[src/design/opfe_pkg.sv]
// ----------------------------------------------------------------------------
// opfe_pkg
// Shared types, codes and decode functions of the operator panel frame engine.
// ----------------------------------------------------------------------------
package opfe_pkg;

    // link codes
    localparam logic [7:0] CODE_DC1     = 8'h11;
    localparam logic [7:0] CODE_ACK     = 8'hb0;
    localparam logic [7:0] CODE_NAK     = 8'hc0;
    localparam logic [7:0] CODE_RELEASE = 8'haf;

    // frame commands
    localparam logic [7:0] OP_LCD = 8'ha1;
    localparam logic [7:0] OP_LED = 8'hac;
    localparam logic [7:0] OP_RST = 8'hb1;

    // lcd arrow substitution
    localparam logic [7:0] CHR_LEFT_IN   = 8'h12;
    localparam logic [7:0] CHR_RIGHT_IN  = 8'h13;
    localparam logic [7:0] CHR_LEFT_OUT  = 8'h3c;
    localparam logic [7:0] CHR_RIGHT_OUT = 8'h3e;

    // keys
    localparam logic [4:0] KEY_NONE       = 5'd0;
    localparam logic [4:0] KEY_MAX        = 5'd20;
    localparam logic [7:0] KEY_CANCEL_V1  = 8'h78;
    localparam logic [7:0] KEY_CANCEL_V2  = 8'h76;

    // panel variants
    localparam logic [1:0] MODEL_V1 = 2'd1;
    localparam logic [1:0] MODEL_V2 = 2'd2;

    // sizes
    localparam int MAX_STORE     = 32;
    localparam int STORE_AW      = $clog2(MAX_STORE);
    localparam int LCD_CELLS_DEF = 32;
    localparam int JOB_DEPTH_DEF = 2;

    // status led colours
    localparam logic [1:0] ST_OFF    = 2'd0;
    localparam logic [1:0] ST_GREEN  = 2'd1;
    localparam logic [1:0] ST_RED    = 2'd2;
    localparam logic [1:0] ST_YELLOW = 2'd3;

    typedef enum logic [1:0] {
        PH_HUNT = 2'd0,
        PH_CMD  = 2'd1,
        PH_LEN  = 2'd2,
        PH_DATA = 2'd3
    } phase_t;

    typedef enum logic [1:0] {
        DISP_NONE = 2'd0,
        DISP_LCD  = 2'd1,
        DISP_LED  = 2'd2
    } disp_t;

    typedef enum logic [1:0] {
        RES_TX  = 2'd0,
        RES_LCD = 2'd1,
        RES_LED = 2'd2
    } res_kind_t;

    typedef enum logic [2:0] {
        BK_IDLE = 3'd0,
        BK_LCD  = 3'd1,
        BK_LED  = 3'd2,
        BK_KEY  = 3'd3,
        BK_ACK  = 3'd4,
        BK_NAK  = 3'd5
    } bk_state_t;

    // work handed from front to back
    typedef struct packed {
        logic       nak;
        disp_t      disp;
        logic [5:0] lcd_lim;
        logic [7:0] led_b1;
        logic [7:0] led_b2;
        logic       key_en;
        logic [7:0] key_tx;
    } job_t;

    // data store write port
    typedef struct packed {
        logic                en;
        logic [STORE_AW-1:0] addr;
        logic [7:0]          data;
    } store_wr_t;

    typedef struct packed {
        logic       standby_on;
        logic [1:0] status_left;
        logic [1:0] status_right;
        logic       eco_on;
        logic       wps_on;
    } led_t;

    typedef struct packed {
        res_kind_t  kind;
        logic [7:0] tx_byte;
        logic [4:0] lcd_pos;
        logic [7:0] lcd_char;
        led_t       led;
        logic       last;
    } result_t;

    // colour of one status led from its green and red bits (active low)
    function automatic logic [1:0] status_of(logic [7:0] b, logic [7:0] gm, logic [7:0] rm);
        logic [1:0] st;
        if ((b & (gm | rm)) == 8'h00) begin
            st = ST_YELLOW;
        end else if ((b & gm) == 8'h00) begin
            st = ST_GREEN;
        end else if ((b & rm) == 8'h00) begin
            st = ST_RED;
        end else begin
            st = ST_OFF;
        end
        return st;
    endfunction

    function automatic led_t led_decode(logic [7:0] b1, logic [7:0] b2, logic second);
        led_t l;
        l.standby_on  = ((b2 & (second ? 8'h08 : 8'h01)) == 8'h00);
        l.status_left = status_of(b1, 8'h02, 8'h04);
        l.status_right = second ? status_of(b1, 8'h20, 8'h40) : status_of(b1, 8'h08, 8'h10);
        l.eco_on      = ((b1 & (second ? 8'h10 : 8'h20)) == 8'h00);
        l.wps_on      = ((b1 & (second ? 8'h08 : 8'h40)) == 8'h00);
        return l;
    endfunction

    // scan code sent for a panel key
    function automatic logic [7:0] key_byte(logic [4:0] key, logic second);
        logic [7:0] code;
        case (key)
            5'd1:  code = 8'h45;
            5'd2:  code = 8'h46;
            5'd3:  code = 8'h47;
            5'd4:  code = 8'h48;
            5'd5:  code = 8'h75;
            5'd6:  code = second ? KEY_CANCEL_V2 : KEY_CANCEL_V1;
            5'd7:  code = 8'h55;
            5'd8:  code = 8'h56;
            5'd9:  code = 8'h15;
            5'd10: code = 8'h25;
            5'd11: code = 8'h35;
            5'd12: code = 8'h16;
            5'd13: code = 8'h26;
            5'd14: code = 8'h36;
            5'd15: code = 8'h17;
            5'd16: code = 8'h27;
            5'd17: code = 8'h37;
            5'd18: code = 8'h18;
            5'd19: code = 8'h28;
            5'd20: code = 8'h38;
            default: code = 8'h00;
        endcase
        return code;
    endfunction

endpackage

[src/design/opfe_front.sv]
// ----------------------------------------------------------------------------
// opfe_front
// Accepts link words, tracks the frame, fills the data store and queues jobs.
// ----------------------------------------------------------------------------
module opfe_front #(
    parameter int LCD_CELLS = opfe_pkg::LCD_CELLS_DEF
) (
    input  logic                aclk,
    input  logic                aresetn,
    input  logic                s_tvalid,
    output logic                s_tready,
    input  logic                req_type,
    input  logic [7:0]          rx_byte,
    input  logic [4:0]          key_code,
    input  logic                second,
    input  logic                fifo_full,
    input  logic                back_busy,
    output logic                job_push,
    output opfe_pkg::job_t      job,
    output opfe_pkg::store_wr_t store_wr
);

    localparam int LIM_CAP = (LCD_CELLS < opfe_pkg::MAX_STORE) ? LCD_CELLS : opfe_pkg::MAX_STORE;

    opfe_pkg::phase_t phase_reg, phase_next;
    logic [7:0] cmd_reg, cmd_next;
    logic [7:0] len_reg, len_next;
    logic [7:0] cnt_reg, cnt_next;
    logic [7:0] xor_reg, xor_next;
    logic [7:0] b1_reg, b1_next;
    logic [7:0] b2_reg, b2_next;
    logic       held_reg, held_next;

    logic       accept;
    logic       frame_end;
    logic       fin;
    logic       nak;
    logic       tmo_fin;
    logic [7:0] cnt_inc;

    // data words wait while the back end may still read the store
    assign s_tready = !fifo_full && !((phase_reg == opfe_pkg::PH_DATA) && back_busy);
    assign accept   = s_tvalid && s_tready;
    assign cnt_inc  = cnt_reg + 8'd1;

    // frame tracking and job build
    always_comb begin
        phase_next = phase_reg;
        cmd_next   = cmd_reg;
        len_next   = len_reg;
        cnt_next   = cnt_reg;
        xor_next   = xor_reg;
        b1_next    = b1_reg;
        b2_next    = b2_reg;
        held_next  = held_reg;
        frame_end  = 1'b0;
        tmo_fin    = 1'b0;
        fin        = 1'b0;
        nak        = 1'b0;
        store_wr   = '0;
        job        = '0;

        if (accept) begin
            if (req_type) begin
                if (phase_reg == opfe_pkg::PH_HUNT) begin
                    tmo_fin = 1'b1;
                end else begin
                    nak = 1'b1;
                end
                phase_next = opfe_pkg::PH_HUNT;
            end else begin
                case (phase_reg)
                    opfe_pkg::PH_HUNT: begin
                        if (rx_byte == opfe_pkg::CODE_DC1) begin
                            phase_next = opfe_pkg::PH_CMD;
                        end
                    end
                    opfe_pkg::PH_CMD: begin
                        cmd_next   = rx_byte;
                        xor_next   = rx_byte;
                        phase_next = opfe_pkg::PH_LEN;
                    end
                    opfe_pkg::PH_LEN: begin
                        len_next = rx_byte;
                        xor_next = xor_reg ^ rx_byte;
                        cnt_next = 8'd0;
                        b1_next  = 8'd0;
                        b2_next  = 8'd0;
                        if (rx_byte == 8'd0) begin
                            frame_end  = 1'b1;
                            phase_next = opfe_pkg::PH_HUNT;
                        end else begin
                            phase_next = opfe_pkg::PH_DATA;
                        end
                    end
                    opfe_pkg::PH_DATA: begin
                        if (cnt_reg < 8'(opfe_pkg::MAX_STORE)) begin
                            store_wr.en   = 1'b1;
                            store_wr.addr = cnt_reg[opfe_pkg::STORE_AW-1:0];
                            store_wr.data = rx_byte;
                        end
                        xor_next = xor_reg ^ rx_byte;
                        cnt_next = cnt_inc;
                        if (cnt_reg == 8'd0) begin
                            b1_next = rx_byte;
                        end
                        if (cnt_reg == 8'd1) begin
                            b2_next = rx_byte;
                        end
                        if (cnt_inc >= len_reg) begin
                            frame_end  = 1'b1;
                            phase_next = opfe_pkg::PH_HUNT;
                        end
                    end
                    default: begin
                        phase_next = opfe_pkg::PH_HUNT;
                    end
                endcase
            end
        end

        // checksum verdict and display part of the job
        if (frame_end) begin
            if (xor_next != 8'd0) begin
                nak = 1'b1;
            end else begin
                fin = 1'b1;
                if (cmd_reg == opfe_pkg::OP_LCD) begin
                    job.disp    = opfe_pkg::DISP_LCD;
                    job.lcd_lim = (len_next > 8'(LIM_CAP)) ? 6'(LIM_CAP) : len_next[5:0];
                end else if (cmd_reg == opfe_pkg::OP_LED) begin
                    job.disp   = opfe_pkg::DISP_LED;
                    job.led_b1 = b1_next;
                    job.led_b2 = b2_next;
                end else if (cmd_reg == opfe_pkg::OP_RST) begin
                    job.disp = opfe_pkg::DISP_LED;
                end
            end
        end
        if (tmo_fin) begin
            fin = 1'b1;
        end

        // key press or release ahead of the ack
        if (fin) begin
            if (held_reg) begin
                job.key_en = 1'b1;
                job.key_tx = opfe_pkg::CODE_RELEASE;
                held_next  = 1'b0;
            end else if ((key_code != opfe_pkg::KEY_NONE) && (key_code <= opfe_pkg::KEY_MAX)) begin
                job.key_en = 1'b1;
                job.key_tx = opfe_pkg::key_byte(key_code, second);
                held_next  = 1'b1;
            end
        end

        job.nak  = nak;
        job_push = fin || nak;
    end

    // control state
    always_ff @(posedge aclk) begin
        if (!aresetn) begin
            phase_reg <= opfe_pkg::PH_HUNT;
            cmd_reg   <= 8'd0;
            len_reg   <= 8'd0;
            cnt_reg   <= 8'd0;
            xor_reg   <= 8'd0;
            held_reg  <= 1'b0;
        end else begin
            phase_reg <= phase_next;
            cmd_reg   <= cmd_next;
            len_reg   <= len_next;
            cnt_reg   <= cnt_next;
            xor_reg   <= xor_next;
            held_reg  <= held_next;
        end
    end

    // led bytes of the current frame
    always_ff @(posedge aclk) begin
        b1_reg <= b1_next;
        b2_reg <= b2_next;
    end

endmodule

[src/design/opfe_job_fifo.sv]
// ----------------------------------------------------------------------------
// opfe_job_fifo
// Short queue of jobs between the front end and the back end.
// ----------------------------------------------------------------------------
module opfe_job_fifo #(
    parameter int DEPTH = opfe_pkg::JOB_DEPTH_DEF
) (
    input  logic           aclk,
    input  logic           aresetn,
    input  logic           push,
    input  opfe_pkg::job_t push_data,
    input  logic           pop,
    output opfe_pkg::job_t pop_data,
    output logic           full,
    output logic           empty
);

    localparam int PW = (DEPTH > 1) ? $clog2(DEPTH) : 1;
    localparam int CW = $clog2(DEPTH + 1);

    opfe_pkg::job_t slot_reg [DEPTH];
    logic [PW-1:0]  wr_ptr_reg, wr_ptr_next;
    logic [PW-1:0]  rd_ptr_reg, rd_ptr_next;
    logic [CW-1:0]  count_reg, count_next;
    logic           do_push;
    logic           do_pop;

    assign full     = (count_reg == CW'(DEPTH));
    assign empty    = (count_reg == '0);
    assign do_push  = push && !full;
    assign do_pop   = pop && !empty;
    assign pop_data = slot_reg[rd_ptr_reg];

    // pointer and fill count
    always_comb begin
        wr_ptr_next = wr_ptr_reg;
        rd_ptr_next = rd_ptr_reg;
        count_next  = count_reg;
        if (do_push) begin
            wr_ptr_next = (wr_ptr_reg == PW'(DEPTH - 1)) ? '0 : wr_ptr_reg + PW'(1);
        end
        if (do_pop) begin
            rd_ptr_next = (rd_ptr_reg == PW'(DEPTH - 1)) ? '0 : rd_ptr_reg + PW'(1);
        end
        case ({do_push, do_pop})
            2'b10:   count_next = count_reg + CW'(1);
            2'b01:   count_next = count_reg - CW'(1);
            default: count_next = count_reg;
        endcase
    end

    always_ff @(posedge aclk) begin
        if (!aresetn) begin
            wr_ptr_reg <= '0;
            rd_ptr_reg <= '0;
            count_reg  <= '0;
        end else begin
            wr_ptr_reg <= wr_ptr_next;
            rd_ptr_reg <= rd_ptr_next;
            count_reg  <= count_next;
        end
    end

    // job slots
    always_ff @(posedge aclk) begin
        if (do_push) begin
            slot_reg[wr_ptr_reg] <= push_data;
        end
    end

endmodule

[src/design/opfe_back.sv]
// ----------------------------------------------------------------------------
// opfe_back
// Runs queued jobs: lcd writes from the data store, led update, key, ack/nak.
// ----------------------------------------------------------------------------
module opfe_back (
    input  logic                aclk,
    input  logic                aresetn,
    input  logic                second,
    input  opfe_pkg::store_wr_t store_wr,
    input  logic                fifo_empty,
    input  opfe_pkg::job_t      fifo_data,
    output logic                fifo_pop,
    output logic                busy,
    output logic                m_valid,
    input  logic                m_ready,
    output opfe_pkg::result_t   m_res
);

    opfe_pkg::bk_state_t state_reg, state_next;
    opfe_pkg::job_t      job_reg, job_next;
    logic [5:0]          idx_reg, idx_next;
    logic [7:0]          store_mem [opfe_pkg::MAX_STORE];
    logic [7:0]          rd_data_reg;
    logic                out_valid_reg;
    opfe_pkg::result_t   out_res_reg;
    logic                out_free;
    logic                emit;
    opfe_pkg::result_t   res;
    opfe_pkg::bk_state_t after_fifo;
    opfe_pkg::bk_state_t after_job;

    assign out_free   = !out_valid_reg || m_ready;
    assign busy       = !fifo_empty || (state_reg != opfe_pkg::BK_IDLE);
    assign after_fifo = fifo_data.key_en ? opfe_pkg::BK_KEY : opfe_pkg::BK_ACK;
    assign after_job  = job_reg.key_en ? opfe_pkg::BK_KEY : opfe_pkg::BK_ACK;
    assign m_valid    = out_valid_reg;
    assign m_res      = out_res_reg;

    // data store, read address follows the next lcd index
    always_ff @(posedge aclk) begin
        if (store_wr.en) begin
            store_mem[store_wr.addr] <= store_wr.data;
        end
        rd_data_reg <= store_mem[idx_next[opfe_pkg::STORE_AW-1:0]];
    end

    // job sequencer
    always_comb begin
        state_next = state_reg;
        job_next   = job_reg;
        idx_next   = idx_reg;
        fifo_pop   = 1'b0;
        emit       = 1'b0;
        res        = '0;
        case (state_reg)
            opfe_pkg::BK_IDLE: begin
                if (!fifo_empty) begin
                    fifo_pop = 1'b1;
                    job_next = fifo_data;
                    idx_next = 6'd0;
                    if (fifo_data.nak) begin
                        state_next = opfe_pkg::BK_NAK;
                    end else begin
                        case (fifo_data.disp)
                            opfe_pkg::DISP_LCD: begin
                                state_next = (fifo_data.lcd_lim == 6'd0) ? after_fifo
                                                                         : opfe_pkg::BK_LCD;
                            end
                            opfe_pkg::DISP_LED: state_next = opfe_pkg::BK_LED;
                            default:            state_next = after_fifo;
                        endcase
                    end
                end
            end
            opfe_pkg::BK_LCD: begin
                if (rd_data_reg == 8'd0) begin
                    state_next = after_job;
                end else if (out_free) begin
                    emit         = 1'b1;
                    res.kind     = opfe_pkg::RES_LCD;
                    res.lcd_pos  = idx_reg[4:0];
                    if (rd_data_reg == opfe_pkg::CHR_LEFT_IN) begin
                        res.lcd_char = opfe_pkg::CHR_LEFT_OUT;
                    end else if (rd_data_reg == opfe_pkg::CHR_RIGHT_IN) begin
                        res.lcd_char = opfe_pkg::CHR_RIGHT_OUT;
                    end else begin
                        res.lcd_char = rd_data_reg;
                    end
                    idx_next = idx_reg + 6'd1;
                    if (idx_next == job_reg.lcd_lim) begin
                        state_next = after_job;
                    end
                end
            end
            opfe_pkg::BK_LED: begin
                if (out_free) begin
                    emit       = 1'b1;
                    res.kind   = opfe_pkg::RES_LED;
                    res.led    = opfe_pkg::led_decode(job_reg.led_b1, job_reg.led_b2, second);
                    state_next = after_job;
                end
            end
            opfe_pkg::BK_KEY: begin
                if (out_free) begin
                    emit        = 1'b1;
                    res.kind    = opfe_pkg::RES_TX;
                    res.tx_byte = job_reg.key_tx;
                    state_next  = opfe_pkg::BK_ACK;
                end
            end
            opfe_pkg::BK_ACK: begin
                if (out_free) begin
                    emit        = 1'b1;
                    res.kind    = opfe_pkg::RES_TX;
                    res.tx_byte = opfe_pkg::CODE_ACK;
                    res.last    = 1'b1;
                    state_next  = opfe_pkg::BK_IDLE;
                end
            end
            opfe_pkg::BK_NAK: begin
                if (out_free) begin
                    emit        = 1'b1;
                    res.kind    = opfe_pkg::RES_TX;
                    res.tx_byte = opfe_pkg::CODE_NAK;
                    res.last    = 1'b1;
                    state_next  = opfe_pkg::BK_IDLE;
                end
            end
            default: begin
                state_next = opfe_pkg::BK_IDLE;
            end
        endcase
    end

    always_ff @(posedge aclk) begin
        if (!aresetn) begin
            state_reg     <= opfe_pkg::BK_IDLE;
            out_valid_reg <= 1'b0;
        end else begin
            state_reg <= state_next;
            if (emit) begin
                out_valid_reg <= 1'b1;
            end else if (m_ready) begin
                out_valid_reg <= 1'b0;
            end
        end
    end

    // job, index and output word
    always_ff @(posedge aclk) begin
        job_reg <= job_next;
        idx_reg <= idx_next;
        if (emit) begin
            out_res_reg <= res;
        end
    end

endmodule

[src/design/operator_panel_frame_engine.sv]
// ----------------------------------------------------------------------------
// operator_panel_frame_engine
// Panel side of an operator-panel serial link: frame receive, display decode,
// key reporting and ack/nak.
// ----------------------------------------------------------------------------
// Result path: with the back end idle, the first result word of an input word
//   passes the job queue, the back-end state and the output register to m_tvalid.
// Throughput: one input word per cycle while the job queue has room, but data
//   words wait while the back end still runs a job, since it reads the 32-byte
//   data store; a frame end yields up to 34 result words.
// Reset: aresetn clears frame, key and queue state, panel_model to 1; store kept.
module operator_panel_frame_engine #(
    parameter int LCD_CELLS = opfe_pkg::LCD_CELLS_DEF,
    parameter int JOB_DEPTH = opfe_pkg::JOB_DEPTH_DEF
) (
    input  logic        aclk,
    input  logic        aresetn,
    // configuration
    input  logic        cfg_wr_en,
    input  logic [1:0]  cfg_wr_data,   // panel_model
    // input words
    input  logic        s_tvalid,
    output logic        s_tready,
    input  logic [15:0] s_tdata,       // rx_byte[7:0], key_code[12:8], zero[15:13]
    input  logic [0:0]  s_tuser,       // req_type[0]
    // result words
    output logic        m_tvalid,
    input  logic        m_tready,
    output logic [31:0] m_tdata,       // tx_byte[7:0], lcd_pos[12:8], lcd_char[20:13],
                                       // standby_on[21], status_left[23:22],
                                       // status_right[25:24], eco_on[26], wps_on[27],
                                       // zero[31:28]
    output logic [1:0]  m_tuser,       // result_kind[1:0]
    output logic        m_tlast        // last
);

    logic [1:0]          model_reg;
    logic                second;
    logic                fifo_full;
    logic                fifo_empty;
    logic                fifo_pop;
    logic                job_push;
    logic                back_busy;
    opfe_pkg::job_t      job_in;
    opfe_pkg::job_t      job_out;
    opfe_pkg::store_wr_t store_wr;
    opfe_pkg::result_t   out_res;

    // panel model register
    always_ff @(posedge aclk) begin
        if (!aresetn) begin
            model_reg <= opfe_pkg::MODEL_V1;
        end else if (cfg_wr_en) begin
            model_reg <= cfg_wr_data;
        end
    end

    assign second = (model_reg == opfe_pkg::MODEL_V2);

    opfe_front #(
        .LCD_CELLS (LCD_CELLS)
    ) u_front (
        .aclk      (aclk),
        .aresetn   (aresetn),
        .s_tvalid  (s_tvalid),
        .s_tready  (s_tready),
        .req_type  (s_tuser[0]),
        .rx_byte   (s_tdata[7:0]),
        .key_code  (s_tdata[12:8]),
        .second    (second),
        .fifo_full (fifo_full),
        .back_busy (back_busy),
        .job_push  (job_push),
        .job       (job_in),
        .store_wr  (store_wr)
    );

    opfe_job_fifo #(
        .DEPTH (JOB_DEPTH)
    ) u_fifo (
        .aclk      (aclk),
        .aresetn   (aresetn),
        .push      (job_push),
        .push_data (job_in),
        .pop       (fifo_pop),
        .pop_data  (job_out),
        .full      (fifo_full),
        .empty     (fifo_empty)
    );

    opfe_back u_back (
        .aclk       (aclk),
        .aresetn    (aresetn),
        .second     (second),
        .store_wr   (store_wr),
        .fifo_empty (fifo_empty),
        .fifo_data  (job_out),
        .fifo_pop   (fifo_pop),
        .busy       (back_busy),
        .m_valid    (m_tvalid),
        .m_ready    (m_tready),
        .m_res      (out_res)
    );

    // result word packing
    assign m_tuser = out_res.kind;
    assign m_tlast = out_res.last;
    assign m_tdata = {4'b0000,
                      out_res.led.wps_on,
                      out_res.led.eco_on,
                      out_res.led.status_right,
                      out_res.led.status_left,
                      out_res.led.standby_on,
                      out_res.lcd_char,
                      out_res.lcd_pos,
                      out_res.tx_byte};

    // store is never written while the back end may read it
    a_store_quiet: assert property (@(posedge aclk) disable iff (!aresetn)
        store_wr.en |-> !back_busy)
        else $error("data store written while back end busy");

    // jobs are only queued with room in the queue
    a_no_overflow: assert property (@(posedge aclk) disable iff (!aresetn)
        job_push |-> !fifo_full)
        else $error("job queued into a full queue");

    // lcd writes never carry a nul character
    a_lcd_not_nul: assert property (@(posedge aclk) disable iff (!aresetn)
        (m_tvalid && (out_res.kind == opfe_pkg::RES_LCD)) |-> (out_res.lcd_char != 8'd0))
        else $error("nul character written to lcd");

    // ack and nak always close the run of results
    a_ack_last: assert property (@(posedge aclk) disable iff (!aresetn)
        (m_tvalid && (out_res.kind == opfe_pkg::RES_TX)
         && ((out_res.tx_byte == opfe_pkg::CODE_ACK) || (out_res.tx_byte == opfe_pkg::CODE_NAK)))
        |-> out_res.last)
        else $error("ack or nak not marked last");

endmodule
[config.mk]
export PLATFORM = sky130hd
export DESIGN_NAME = operator_panel_frame_engine
export DESIGN_NICKNAME = d
export VERILOG_FILES = /design/src/design/opfe_pkg.sv /design/src/design/opfe_front.sv /design/src/design/opfe_job_fifo.sv /design/src/design/opfe_back.sv /design/src/design/operator_panel_frame_engine.sv
export SDC_FILE = /design/constraint.sdc
export NUM_CORES = 1
export LEC_CHECK = 0
export BUFFER_PORTS_ARGS = -buffer_cell sky130_fd_sc_hd__buf_2
export CAP_MARGIN = 25
export CORE_UTILIZATION = 30
export DETAILED_ROUTE_END_ITERATION = 10
export GPL_TIMING_DRIVEN = 0
export HOLD_SLACK_MARGIN = 0.08
export RECOVER_POWER = 50
export SLEW_MARGIN = 20
export SYNTH_ARGS = -nofsm -noshare
export SYNTH_HDL_FRONTEND = slang
export SYNTH_SLANG_ARGS = --single-unit
[constraint.sdc]
create_clock -name aclk -period 5.9 [get_ports aclk]
set_clock_uncertainty 0.1 [all_clocks]
set_input_delay 1.18 -clock aclk [delete_from_list [all_inputs] [get_ports aclk]]
set_output_delay 1.18 -clock aclk [all_outputs]
set_load 0.05 [all_outputs]
; Yosys cells after proc, flatten, opt, wreduce, memory -nomap -nowiden
; Memories as Yosys holds them, arrays and structs flattened. A register that Yosys moved wholly into a read port is not among the register bits.
; Index checks and enable logic that the tools add are counted.
[totals]
reg_bits = 129
mem_bits_rw = 324
in_bits = 24
elab_cells = 269
mem_count = 2
[memory_table]
columns = memory, depth, word_bits, read_ports, rd_ports_with_merged_regs, wr, line_no
row1 = u_back.store_mem, 32, 8, 1, 1, 1, opfe_back.sv:22  ; logic [7:0] store_mem [opfe_pkg::MAX_STORE];
row2 = u_fifo.slot_reg, 2, 34, 1, 1, 1, opfe_job_fifo.sv:21  ; opfe_pkg::job_t slot_reg [DEPTH];
[classes]
add_sub_neg = 6
n_lt_le_gt_ge = 4
eq_ne = 52
muxes = 112
bitwise = 8
n_reduce_logical = 52
[op_table]
columns = op, n
row1 = $pmux W8 S20, 1
row2 = $logic_not A8 Y1, 15
row3 = $mux W8, 14
row4 = $pmux W8 S2, 4
row5 = $mux W14, 4
row6 = $mux W24, 2
row7 = $mux W6, 8
row8 = $eq A5 B4 Y1 const B, 8
row9 = $mux W2, 19
row10 = $mux W3, 11
row11 = $mux W1, 32
row12 = $mux W16, 2
row13 = $mux W9, 3
row14 = $eq A5 B5 Y1 const B, 5
row15 = $and A8 B8 Y8, 3
row16 = $eq A8 B5 Y1 const B, 3
row17 = $eq A8 B8 Y1 const B, 3
row18 = $pmux W8 S3, 1
row19 = $eq A5 B3 Y1 const B, 4
row20 = $pmux W3 S5, 1
row21 = $eq A2 B2 Y1 const B, 6
row22 = $pmux W6 S2, 1
row23 = $eq A5 B2 Y1 const B, 2
row24 = $pmux W2 S5, 1
row25 = 46 further kinds, 81

; Longest topological paths before layout
[logic_depth]
depth_word = 16
depth_mapped = 16
ltp_nobuf = 13

; Modules after synthesis
; From an unflattened synthesis, not the netlist that was laid out.
[unflattened]
hier_cells = 1540
area_unflattened_um2 = 19612.6
[by_module_without_submodules]
columns = module, n_inst, cells_per_inst, area_each_um2
row1 = opfe_back, 1, 952, 13272.7
row2 = opfe_front, 1, 444, 3548.4
row3 = opfe_job_fifo, 1, 132, 2681.3
row4 = operator_panel_frame_engine, 1, 12, 110.1

; Worst setup path after synthesis
; Ideal clock, no wire load.
[synth_path]
kind = input -> register
from = input port s_tdata[7]
to = memory u_fifo.slot_reg[1][0] (netlist bit), enable pin
setup_ns = 0.413
arrival_ns = 3.635
required_time_ns = 5.387
slack_ns = 1.752
cell_stages = 8
path_buffers = 1
cell_sequence = clkbuf_1 > nor4_1 > nand2_1 > nor3_1 > nor2_1 > nor2_1 > a21boi_0 > nor2b_1
[synth_via]
elab_chain_cells = 12
elab_cells_between_ends = 19
[synth_lines]
columns = item, line_no
row1 = start: declaration, operator_panel_frame_engine.sv:24  ; input logic [15:0] s_tdata,
row2 = $xor A8 B8 Y8, "opfe_front.sv:85, opfe_front.sv:102"
row3 = $pmux W8 S2, opfe_front.sv:72  ; case (phase_reg)
row4 = $mux W8, opfe_front.sv:64  ; if (req_type) begin
row5 = $mux W8, opfe_front.sv:63  ; if (accept) begin
row6 = $reduce_bool A8 Y1, opfe_front.sv:124  ; if (xor_next != 8'd0) begin
row7 = $mux W1, opfe_front.sv:124
row8 = $mux W1, opfe_front.sv:123  ; if (frame_end) begin
row9 = $mux W1, opfe_front.sv:140  ; if (tmo_fin) begin
row10 = $logic_or A1 B1 Y1 *, opfe_front.sv:158  ; job_push = fin || nak;
row11 = $logic_and A1 B1 Y1 *, opfe_job_fifo.sv:30  ; assign do_push = push && !full;
row12 = $mux W1 *, opfe_job_fifo.sv:66  ; if (do_push) begin
row13 = $mux W1 (implied by the code) *, opfe_job_fifo.sv:67  ; slot_reg[wr_ptr_reg] <= push_data;
row14 = end: declaration, opfe_job_fifo.sv:21
; Mark *: on every way between the ends. The rest lies on a longest branch, timed or not.

==> out/metrics.yaml <==
drt:
  antenna_left: 0
  drt_iter0_markers: 978
  wirelength_um: 46500
  first_pass_iters: 5
  vias: 12371
  drc: 0
  vias_per_cell: 5.12
  detail_route.wl_per_cell_um: 19.2
clock_tree:
  post_cts_buffers: 0
  cts.sinks: 430
  cts_made_buffers: 44
  cts.clk_slew.worst_paths_ps: 60
  cts_tree: "done"
  htree_levels: 2
  cts_buffer_depth: 3
  ctsHoldBuffers: 0
  cts_root_buffer: "clkbuf_16"
  cts_resized: 0
  insertion_delay_ps: 580
outcome:
  status: "complete, but fails checks"
  violations: "max-capacitance violations, max-slew violations"
logic_synthesis:
  synth_top_flop_cell: "edfxtp_1"
  netlist_area_um2: 18600
  yosys_register_bits: 430
  synth-edff-count: 363
  synth_cell_types: 75
  synth.area.top_cells: "edfxtp_1, dfxtp_1, nand2_1"
  syn-instance-count: 1496
  ys_warn_count: 0
  synth.top_cell.area_share: 0.586
  avgSynthCellArea_um2: 12.4
  seq_area_frac_synth: 0.658
  postSynth.asyncResetShare: 0
  synth_top_cell_by_area: "edfxtp_1"
worst_setup_path:
  cp.required_ps: 5850
  cp.arrival_ps: 4840
  r2r_cells: 9
  critPathMaxStageDelay_ps: 1630
  crit_top_cell: "nand2_1"
  startpoint_type: "flip-flop"
  cp_max_fo: 32
  crit_type: "flip-flop to flip-flop"
  crit_chain: "clkbuf_1, nor3_1, nand2_1, nand2_1, and3_1, nand2_1, nor4_1, clkbuf_1, and2_0"
  cp_slowest_cell: "and2_0"
  cp-end-kind: "flip-flop"
sta:
  fin_crit_sh: 0.828
  grt_setup_unrepaired: "false"
  finalSetupViolCount: 0
  period_minus_slack_ps: 4890
  tightest_slew_ps: 2140
  relSlewSlack: -0.426
  fin_tns_setup_ps: 0
  slew_violations: 198
  finalHoldViolCount: 0
  setup_slack_ps: 1010
  clock.fmax_ghz: 0.205
cells_and_area:
  fillCellCount: 5903
  largest_reg_flops: 256
  postLayoutCellArea_um2: 21300
  num_antenna_cells: 0
  seq_area_um2: 12200
  drive_above_1_share: 0.0905
  multiInputGateArea_um2: 5840
  syn_to_final_growth_pct: 14.8
  final_common_cell: "edfxtp_1"
  most-common-layout-cells: "edfxtp_1, nand2_1, clkbuf_1"
  final_nets: 1641
floorplan:
  initial_utilization: 0.306
  die_w_um: 251
  rows: 90
  pin_count: 61
  core_area_um2: 60800
  dieArea_um2: 63000
  die_y_um: 251
hold_path:
  hold_path.class: "flip-flop to flip-flop"
  holdPathStages: 2
power:
  peakVddDrop_mv: 0.225
  cellPowerDensity_nw_per_um2: 412
  p_leak_nw: 7.63
grt:
  antenna_found_initial: 1
  gr-usage-all-layers: 0.146
  overflow: 0
  grt_pass1_vias: 12298
  grt_max_degree: 33
  grt_pass1_wl_um: 71100
placed_design:
  dp_hpwl_um: 31800
  place_ws_ps: 1090
  portBuffers: 49
  place_area_um2: 20000
  gp_congestion: 0.886
job:
  cap_viol_max_count: 6
## layout make-up
type,count,area share
Tap cell,782,0.0458
Clock buffer,63,0.0597
Inverter,32,0.00563
Clock inverter,18,0.00873
Timing Repair Buffer,55,0.0135
Multi-Input combinational cell,937,0.274
Buffer,100,0.0192
Sequential cell,430,0.574
## path summary, 6_finish.rpt
path / start / endpoint / slack (ps)
worst max register to register: u_back.state_reg[1] / u_back.store_mem[21][4] / 1010
worst min register to register: u_front.len_reg[7] / u_front.len_reg[7] / 370
worst min-delay path: u_front.len_reg[7] / u_front.len_reg[7] / 370
worst max-delay path: u_back.state_reg[1] / u_back.store_mem[21][4] / 1010
## per-stage QoR
step	instances	power, mW	hold slack (ps)	utilization
after floorplan	1499	5.35	324	-
after global placement	2330	6.03	341	0.326
after detailed placement	2334	6.11	366	0.328
after CTS	2415	8.92	375	0.352
after global routing	2417	9.17	390	0.351
final	2417	8.80	374	0.351
## synthesized netlist by cell type, types with 4 or more instances
cell       instances
nor4bb_1           5
o21ai_0           30
a21o_1             8
nor2_1           113
xor2_1             5
xnor2_1           17
nor4_1            12
a21oi_1           51
a22o_1            13
nand3_1           90
nor2b_1           29
a32oi_1            8
a31oi_1           29
a311oi_1           7
ha_1              17
edfxtp_1         363
a311o_1            7
mux2i_1           53
and3_1            35
o22ai_1            7
nor3b_1            7
and2_1            29
nor3_1            15
o211ai_1           8
or3_1              5
inv_1             31
buf_1             11
buf_2             19
o221a_2            7
nand4_1           10
a21boi_0          14
dfxtp_1           67
nand2_1          186
nand2b_1           4
a211oi_1          29
a2111oi_0          7
buf_4              4
mux2_2            23
clkbuf_1          66
o2111a_1           4
## where the power goes
part	leakage [nW]	total [mW]	switching (mW)	internal, mW
sequential	4.51	3.77	0.144	3.62
clock	0.718	2.82	1.17	1.64
combinational	2.40	2.22	1.69	0.523
## critical path: cells and delay by family (launching register included)
family | cells | cell delay (ps)
simple gates | 7 | 3390
buf+inv | 2 | 580
flops | 1 | 300
## cell families after synthesis
| logic type | Yosys count | share of synthesized area |
|---|---|---|
| flops | 430 | 0.658 |
| simple gates | 557 | 0.145 |
| xor+xnor | 23 | 0.0116 |
| fa+ha+maj | 17 | 0.0114 |
| other cells | 1 | 0.000202 |
| compound gates | 256 | 0.0975 |
| buf+inv | 132 | 0.0287 |
| mux | 80 | 0.0475 |
## routing by layer
layer,GRT usage,share of wire,up-vias
li1,-,-,5789
met1,0.197,0.44,6082
met2,0.234,0.46,398
met3,0.0292,0.065,100
met4,0.0549,0.031,2
met5,0,0.00026,-
Power figures use the tool's default switching activity.
